### src/bmf_pkg.sv
// ----------------------------------------------------------------------------
// bmf_pkg: shared types for the block median filter
// Sample type and the link record handed from one sorting cell to the next.
// ----------------------------------------------------------------------------
package bmf_pkg;

    localparam int SAMPLE_W = 12;

    typedef logic [SAMPLE_W-1:0] t_sample;

    // What a cell shows its right-hand neighbor: its stored value and whether
    // that value is occupied and greater than the incoming sample.
    typedef struct packed {
        logic    gt;
        t_sample val;
    } t_link;

endpackage

### src/block_median_filter_core.sv
// ----------------------------------------------------------------------------
// block_median_filter_core: median of non-overlapping blocks of samples
// Inserts each sample into a sorted chain of cells and gives one median at
// the end of every block of WINDOW samples.
// ----------------------------------------------------------------------------
//  Channel   Direction  Handshake                  Payload
//  input     in         i_in_valid / o_in_stall    i_sample [11:0]
//  output    out        o_out_valid / i_out_stall  o_median [11:0]
//
// Unless stalled, one sample is accepted per cycle; the whole chain shifts in that cycle.
// The median is registered in the cycle after the block's last sample.
// Input stalls only when the output register is full and stalled.
// Reset clears the fill count and the output valid; cell contents are
// not reset and are only read once written in the current block.
// ----------------------------------------------------------------------------
module block_median_filter_core
    import bmf_pkg::*;
#(
    parameter int WINDOW = 8
) (
    input  logic    i_clk,
    input  logic    i_rst_n,
    input  logic    i_in_valid,
    output logic    o_in_stall,
    input  t_sample i_sample,
    output logic    o_out_valid,
    input  logic    i_out_stall,
    output t_sample o_median
);

    localparam int CW = (WINDOW > 1) ? $clog2(WINDOW) : 1;
    localparam logic [CW-1:0] LAST = CW'(WINDOW - 1);

    logic [CW-1:0] r_fill;
    logic          r_out_valid;
    t_sample       r_median;
    t_sample       n_median;
    logic          accept;
    logic          last;

    t_link   link [WINDOW+1];
    t_sample nxt  [WINDOW];

    assign o_in_stall = r_out_valid && i_out_stall;
    assign accept     = i_in_valid && !o_in_stall;
    assign last       = (r_fill == LAST);

    assign link[0] = '{gt: 1'b0, val: '0};

    for (genvar g = 0; g < WINDOW; g++) begin : g_cell
        logic occupied;
        assign occupied = ({1'b0, r_fill} > (CW+1)'(g));

        bmf_cell u_cell (
            .i_clk      (i_clk),
            .i_load     (accept),
            .i_occupied (occupied),
            .i_sample   (i_sample),
            .i_left     (link[g]),
            .o_right    (link[g+1]),
            .o_next     (nxt[g])
        );
    end

    if ((WINDOW % 2) == 0) begin : g_even
        logic [SAMPLE_W:0] sum;
        assign sum      = {1'b0, nxt[WINDOW/2-1]} + {1'b0, nxt[WINDOW/2]};
        assign n_median = sum[SAMPLE_W:1];
    end else begin : g_odd
        assign n_median = nxt[WINDOW/2];
    end

    always_ff @(posedge i_clk) begin
        if (!i_rst_n) begin
            r_fill      <= '0;
            r_out_valid <= 1'b0;
        end else begin
            if (accept) begin
                r_fill <= last ? '0 : r_fill + 1'b1;
            end
            if (accept && last) begin
                r_out_valid <= 1'b1;
            end else if (!i_out_stall) begin
                r_out_valid <= 1'b0;
            end
        end
    end

    always_ff @(posedge i_clk) begin
        if (accept && last) begin
            r_median <= n_median;
        end
    end

    assign o_out_valid = r_out_valid;
    assign o_median    = r_median;

endmodule

### src/bmf_cell.sv
// ----------------------------------------------------------------------------
// bmf_cell: one slot of the insertion sorting chain
// Holds one sample; on a load it keeps it, takes its left neighbor's value,
// or takes the new sample, so that the chain stays in ascending order.
// ----------------------------------------------------------------------------
module bmf_cell
    import bmf_pkg::*;
(
    input  logic    i_clk,
    input  logic    i_load,
    input  logic    i_occupied,
    input  t_sample i_sample,
    input  t_link   i_left,
    output t_link   o_right,
    output t_sample o_next
);

    t_sample r_val;
    t_sample n_val;
    logic    own_gt;

    assign own_gt = i_occupied && (r_val > i_sample);

    // An occupied cell not above the sample keeps its value. Otherwise the
    // cell takes the left value when that is still above the sample, and the
    // sample itself when it lands here. Equal values stay ahead of the new one.
    always_comb begin
        if (i_occupied && !own_gt) begin
            n_val = r_val;
        end else if (i_left.gt) begin
            n_val = i_left.val;
        end else begin
            n_val = i_sample;
        end
    end

    always_ff @(posedge i_clk) begin
        if (i_load) begin
            r_val <= n_val;
        end
    end

    assign o_right.gt  = own_gt;
    assign o_right.val = r_val;
    assign o_next      = n_val;

endmodule

### config.mk
export PLATFORM = sky130hd
export DESIGN_NAME = block_median_filter_core
export DESIGN_NICKNAME = d
export VERILOG_FILES = /design/src/bmf_pkg.sv /design/src/block_median_filter_core.sv /design/src/bmf_cell.sv
export SDC_FILE = /design/constraint.sdc
export NUM_CORES = 1
export LEC_CHECK = 0
export BUFFER_PORTS_ARGS = -buffer_cell sky130_fd_sc_hd__buf_2
export CAP_MARGIN = 10
export CORE_UTILIZATION = 60
export DETAILED_ROUTE_END_ITERATION = 12
export MAX_ROUTING_LAYER = met4
export PLACE_DENSITY_LB_ADDON = 0.12
export SKIP_LAST_GASP = 1
export SLEW_MARGIN = 10
export SYNTH_ARGS = -nofsm -noshare
export SYNTH_HDL_FRONTEND = slang
export SYNTH_SLANG_ARGS = --single-unit
### constraint.sdc
create_clock -name i_clk -period 7.45 [get_ports i_clk]
set_input_delay 0.3725 -clock i_clk [delete_from_list [all_inputs] [get_ports i_clk]]
set_output_delay 0.3725 -clock i_clk [all_outputs]
set_load 0.05 [all_outputs]
# [After elaboration in Yosys (flattened, before gate mapping)]
# Cells that the tools add are included.
[word_totals] in_bits=16 output_inout_bits=14 register_bits=76 elab_cells=56
[classes] mux=9 add_sub_neg=2 n_bitwise=3 reduce_logical=22 n_eq_ne=2 n_lt_le_gt_ge=10
[ops] operator="2-to-1 mux 12 bit" n=6
[ops] operator="> comparator 12 bit" n=5
[ops] operator="adder 12 x 12 -> 13 bit" n=1
[ops] operator="logical AND 1 bit" n=13
[ops] operator="> comparator 3 x 1 -> 1 bit (second input constant)" n=2
[ops] operator="> comparator 3 x 2 -> 1 bit (second input constant)" n=2
[ops] operator="logical NOT 1 bit" n=6
[ops] operator="AND reduction 2 bit" n=3
[ops] operator="adder 3 x 1 -> 3 bit (second input constant)" n=1
[ops] operator="== test 3 bit (second input constant)" n=1
[ops] operator="> comparator 3 bit (second input constant)" n=1
[ops] operator="2-to-1 mux 3 bit" n=1
[ops] operator="inverter 1 bit" n=3
[ops] operator="2-to-1 mux 1 bit" n=2
[ops] operator="!= test 2 x 1 -> 1 bit (second input constant)" n=1

# [Longest topological paths before layout]
[depth] word_depth=6 depth_mapped=20

# [Modules after synthesis]
# Synthesis repeated with hierarchy kept, for this count alone.
[hier_totals] hier_cells=941 hier_area_um2=8899.8
[modules_own_cells] mod="bmf_cell" cells_per_inst=166 area_each_um2=1554.0 instances=5
[modules_own_cells] mod="block_median_filter_core" cells_per_inst=111 area_each_um2=1129.8 instances=1

# [Least setup slack after synthesis]
# No wires, ideal clock.
[synth_path] path_type="input -> register" start="in i_sample[9]" end="reg r_median[9] (netlist: o_median[9]), data pin" path_stages=19 n_path_buf=1 path_slack_ns=3.187 setup_time_ns=0.135 arrival_time_ns=4.128 path_cell_list="inv_1 -> ha_1 -> nand4_1 -> nor4_1 -> or3_1 -> a31o_4 -> clkbuf_1 -> mux2i_1 -> a21oi_1 -> ha_1 -> nor2b_1 -> o21ai_1 -> a21boi_0 -> o21ai_0 -> a21boi_0 -> o21ai_0 -> a21boi_0 -> or4b_1 -> nand3_1"
[synth_between] elab_chain_cells=6
[synth_rtl] item="start: declaration" line_no="block_median_filter_core.sv:25" source="input t_sample i_sample,"
[synth_rtl] item="> comparator 12 bit" line_no="bmf_cell.sv:22" source="assign own_gt = i_occupied && (r_val > i_sample);"
[synth_rtl] item="logical AND 1 bit" line_no="bmf_cell.sv:22"
[synth_rtl] item="logical NOT 1 bit" line_no="bmf_cell.sv:28" source="if (i_occupied && !own_gt) begin"
[synth_rtl] item="logical AND 1 bit" line_no="bmf_cell.sv:28"
[synth_rtl] item="2-to-1 mux 12 bit *" line_no="bmf_cell.sv:28"
[synth_rtl] item="via g_cell[4].u_cell.o_next[2]" line_no="bmf_cell.sv:15" source="output t_sample o_next"
[synth_rtl] item="adder 12 x 12 -> 13 bit *" line_no="block_median_filter_core.sv:67" source="assign sum = {1'b0, nxt[WINDOW/2-1]} + {1'b0, nxt[WINDOW/2]};"
[synth_rtl] item="via g_even.sum[10]" line_no="block_median_filter_core.sv:66" source="logic [SAMPLE_W:0] sum;"
[synth_rtl] item="end signal: assignment" line_no="block_median_filter_core.sv:91" source="r_median <= n_median;"
[synth_rtl] item="end: declaration" line_no="block_median_filter_core.sv:36" source="t_sample r_median;"
# Mark *: on every way through the listed nets, which the timed path passes. The rest lies on a longest branch.
# A chain may end at the register's enable or synchronous reset.

# [Worst setup path in the final report]
[layout_path] start="reg g_cell[2].u_cell.r_val[6]" end="reg r_median[9] (netlist: o_median[9]), data pin"
[layout_between] elab_chain_cells=5
[layout_rtl] item="start: declaration" line_no="bmf_cell.sv:18" source="t_sample r_val;"
[layout_rtl] item="start signal: assignment" line_no="bmf_cell.sv:39" source="r_val <= n_val;"
[layout_rtl] item="> comparator 12 bit" line_no="bmf_cell.sv:22"
[layout_rtl] item="logical AND 1 bit" line_no="bmf_cell.sv:22"
[layout_rtl] item="2-to-1 mux 12 bit" line_no="bmf_cell.sv:30" source="end else if (i_left.gt) begin"
[layout_rtl] item="2-to-1 mux 12 bit" line_no="bmf_cell.sv:28"
[layout_rtl] item="via g_cell[3].u_cell.o_next[0]" line_no="bmf_cell.sv:15"
[layout_rtl] item="adder 12 x 12 -> 13 bit" line_no="block_median_filter_core.sv:67"
[layout_rtl] item="via g_even.sum[10]" line_no="block_median_filter_core.sv:66"
# The timed path passes the listed nets, and every way through them passes these cells.

==> qor.csv <==
metric,value,unit
synthFlopType,edfxtp_1,
htree_levels,3,
num_rows,33,
die_w,94.9,µm
cp_num_buf_inv,0,
path_clk_slew,0.08,ns
reg2reg_to,o_median[9]$_DFFE_PP_,
critical-path-top-delay-family,compound AO/OA/AOI/OAI gates,
ys_types,53,
rsz0062_at_grt,false,
rr_worst_depth,18,
post_synth_instance_area,5180,µm²
drc,0,
gp_congestion,0.968,
floorplan.initialDensity,62.4,%
postRouteAntennaNets,0,
wl_per_cell,18.2,µm
critPathMostFrequentCell,a21boi_0,
viasPerCell,6.09,
root_buffer,clkbuf_8,
worst-r2r-setup-slack,2.46,ns
max_stage_delay,0.62,ns
timing.rr.start,g_cell[2].u_cell.r_val[6]$_DFFE_PP_,
crit_path_cell_trace,ha_1 > nand4_1 > a211oi_1 > nor4b_2 > nor2_2 > mux2i_1 > mux2i_1 > nand2_1 > fa_1 > nor2b_1 > o21ai_1 > a21boi_0 > o21ai_0 > a21boi_0 > o21ai_0 > a21boi_0 > or4b_1 > nand3_1,
synth_seq_cells,76,
cts_hold_buf,0,
cp.required,7.57,ns
routed_wirelength,11.6,mm
maxSlewViolCount,0,
cts_buffers,9,
setup_viol,0,
gr-usage-all-layers,28.6,%
worst-path-max-fanout,12,
syn_to_final_growth,9.31,%
grt_max_degree,28,
fin_tns_setup,0,ns
critPathCapture,o_median[9]$_DFFE_PP_,
fp.dieH,94.9,µm
cts_tree,built,
die-area,9000,µm²
synth_nets,587,
cp-startpoint,g_cell[2].u_cell.r_val[6]$_DFFE_PP_,
hold_viol,0,
end_kind,flop,
hpwl,9.05,mm
slowest_stage,nor2_2,
synth-edff-count,72,
power_leakage,2.40,nW
cts.repair.resized,0,
synth_area_per_cell,10.5,µm²
critPathLaunchType,flop,
coreArea,8300,µm²
hold-worst-slack,0.220,ns
irDropWorstVdd,113,µV
clkSinkCount,76,
relSlewSlack,30.1,%
syn_inst,494,
ioPinCount,30,
grt_pass1_vias,3792,
clkLatencyLatePin,0.36,ns
cp_num_cells,18,
yosys_warnings,0,
nets,620,
hold_class,primary input to flop,
ys_async_sr_fraction,0,%
power.density,216,nW/µm²
clk_path_buf_depth,2,
ys_seq_area_share,43.3,%
drv_cap,0,
fin_crit,4.99,ns
clock-skew-final,0.0127,ns
cp.arrival,5.10,ns
worstMarginPinSlew,1.04,ns
firstDrtPassIters,4,
vias,3881,
path_class,flop to flop,
status,"finished, final reports clean",
grt_antenna_before_repair,0,
drt_iter0_markers,199,
grt_pass1_wl,18.7,mm
portBuffers,29,
overflow,0,
num_antenna_cells,0,
fmax,201,MHz
drive_gt1_share,12.0,%
post_cts_buffers,0,
finalCritPeriodShare,66.9,%
-- synthesized netlist by cell type, types with 2 or more instances --
| master | n | area share [%] |
|---|---|---|
| edfxtp_1 | 72 | 42 |
| inv_1 | 35 | 2.5 |
| nand2_1 | 49 | 3.6 |
| a211o_1 | 5 | 0.85 |
| a211oi_2 | 2 | 0.48 |
| a21oi_1 | 39 | 3.8 |
| o21ai_0 | 40 | 3.9 |
| nor4_1 | 3 | 0.36 |
| nand4_1 | 14 | 1.7 |
| mux2_2 | 2 | 0.44 |
| or3_1 | 3 | 0.36 |
| nor2_1 | 31 | 2.2 |
| and3_1 | 2 | 0.24 |
| mux2i_1 | 25 | 4.8 |
| nand2b_1 | 4 | 0.48 |
| o21ai_1 | 5 | 0.48 |
| clkbuf_1 | 9 | 0.65 |
| xnor2_1 | 3 | 0.51 |
| ha_1 | 76 | 18 |
| a21o_1 | 8 | 1.2 |
| o21a_1 | 7 | 1.0 |
| nor3_1 | 7 | 0.68 |
| a31oi_1 | 2 | 0.24 |
| a211oi_1 | 5 | 0.73 |
| xor2_1 | 2 | 0.34 |
| nor2b_1 | 8 | 0.97 |
| a21boi_0 | 4 | 0.58 |
| dfxtp_1 | 4 | 1.5 |
| nand3_1 | 3 | 0.29 |
| a2111oi_0 | 2 | 0.34 |
-- flip-flops by register name, indices dropped and copies added, names as in the netlist --
name,count
g_cell.u_cell.r_val,60
o_out_valid,1
o_median,12
r_fill,3
-- layout by cell type (no fill, tap or decap), types with 2 or more instances in the layout --
master       n
nor2b_1      8
a31oi_1      2
clkinvlp_4   4
o21ai_1      5
o21ai_0     40
inv_1       35
buf_2       29
a2111oi_0    2
xor2_1       2
nand4_1     14
nand2b_1     4
a211oi_1     3
nor4_1       3
dfxtp_1      4
nand2_1     49
or3_1        3
nor2_1      31
o21a_1       7
clkbuf_8    11
and3_1       2
a211o_1      5
ha_1        76
nand3_1      3
a211oi_2     4
buf_4        3
mux2_2       2
a21oi_1     39
a21o_1       8
a21boi_0     4
edfxtp_1    72
nor3_1       7
mux2i_1     25
xnor2_1      3
-- power by group --
part / switching, mW / total, mW / internal [mW]
clock: 0.159 / 0.332 / 0.173
sequential: 0.0263 / 0.551 / 0.525
combinational: 0.203 / 0.340 / 0.138
total: 0.388 / 1.22 / 0.836
-- metrics by stage --
stage	utilization [%]	setup slack (ns)	total power, mW	cell area [µm²]	instances
global route	68.2	2.02	1.29	5660	637
detailed placement	65.6	2.28	0.895	5450	621
CTS	68.2	2.47	1.23	5660	637
finish	68.2	2.46	1.22	5660	637
floorplan	-	3.19	0.801	5180	494
global placement	65.6	2.56	0.886	5450	621
-- per-layer routing --
| layer | wire length [µm] | vias to the layer above | track usage (%) |
|---|---|---|---|
| met5 | 0 | - | - |
| met4 | 371 | 0 | 13.3 |
| met2 | 5500 | 84 | 46.4 |
| li1 | - | 1911 | - |
| met1 | 5290 | 1852 | 35.4 |
| met3 | 417 | 34 | 3.95 |
-- logic make-up (layout without fill, tap and decap cells) --
logic type	Yosys count	after routing	synth area share, %
DFF	76	76	43.3
buffers and inverters	45	83	3.29
AOI/OAI and AO/OA	129	129	15.4
muxes	28	28	5.70
and+or+nand+nor	134	134	12.7
adders and majority gates	77	77	18.8
xor gates and xnor gates	5	5	0.846
-- worst min path at each step --
| stage | depth (start not counted) | slack (ns) | startpoint | to |
|---|---|---|---|---|
| 2_1_floorplan | 0 | 0.47 | i_sample[0] | g_cell[0].u_cell.r_val[0]$_DFFE_PP_ |
| 3_3_place_gp | 2 | 0.54 | r_fill[1]$_SDFFE_PN0P_ | r_fill[1]$_SDFFE_PN0P_ |
| 3_5_place_dp | 2 | 0.55 | r_fill[1]$_SDFFE_PN0P_ | r_fill[1]$_SDFFE_PN0P_ |
| 4_1_cts | 1 | 0.21 | i_sample[6] | g_cell[0].u_cell.r_val[6]$_DFFE_PP_ |
| 5_1_grt | 1 | 0.23 | i_sample[6] | g_cell[0].u_cell.r_val[6]$_DFFE_PP_ |
| 6_report | 1 | 0.22 | i_sample[7] | g_cell[0].u_cell.r_val[7]$_DFFE_PP_ |
-- layout make-up --
type	count	area (µm²)
Inverter	35	131
Tap cell	105	131
Timing Repair Buffer	32	168
Fill cell	603	2640
Clock buffer	11	151
Clock inverter	5	60.1
Multi-Input combinational cell	373	2770
Sequential cell	76	2240
Note: power is estimated with default switching activity, not from simulation.
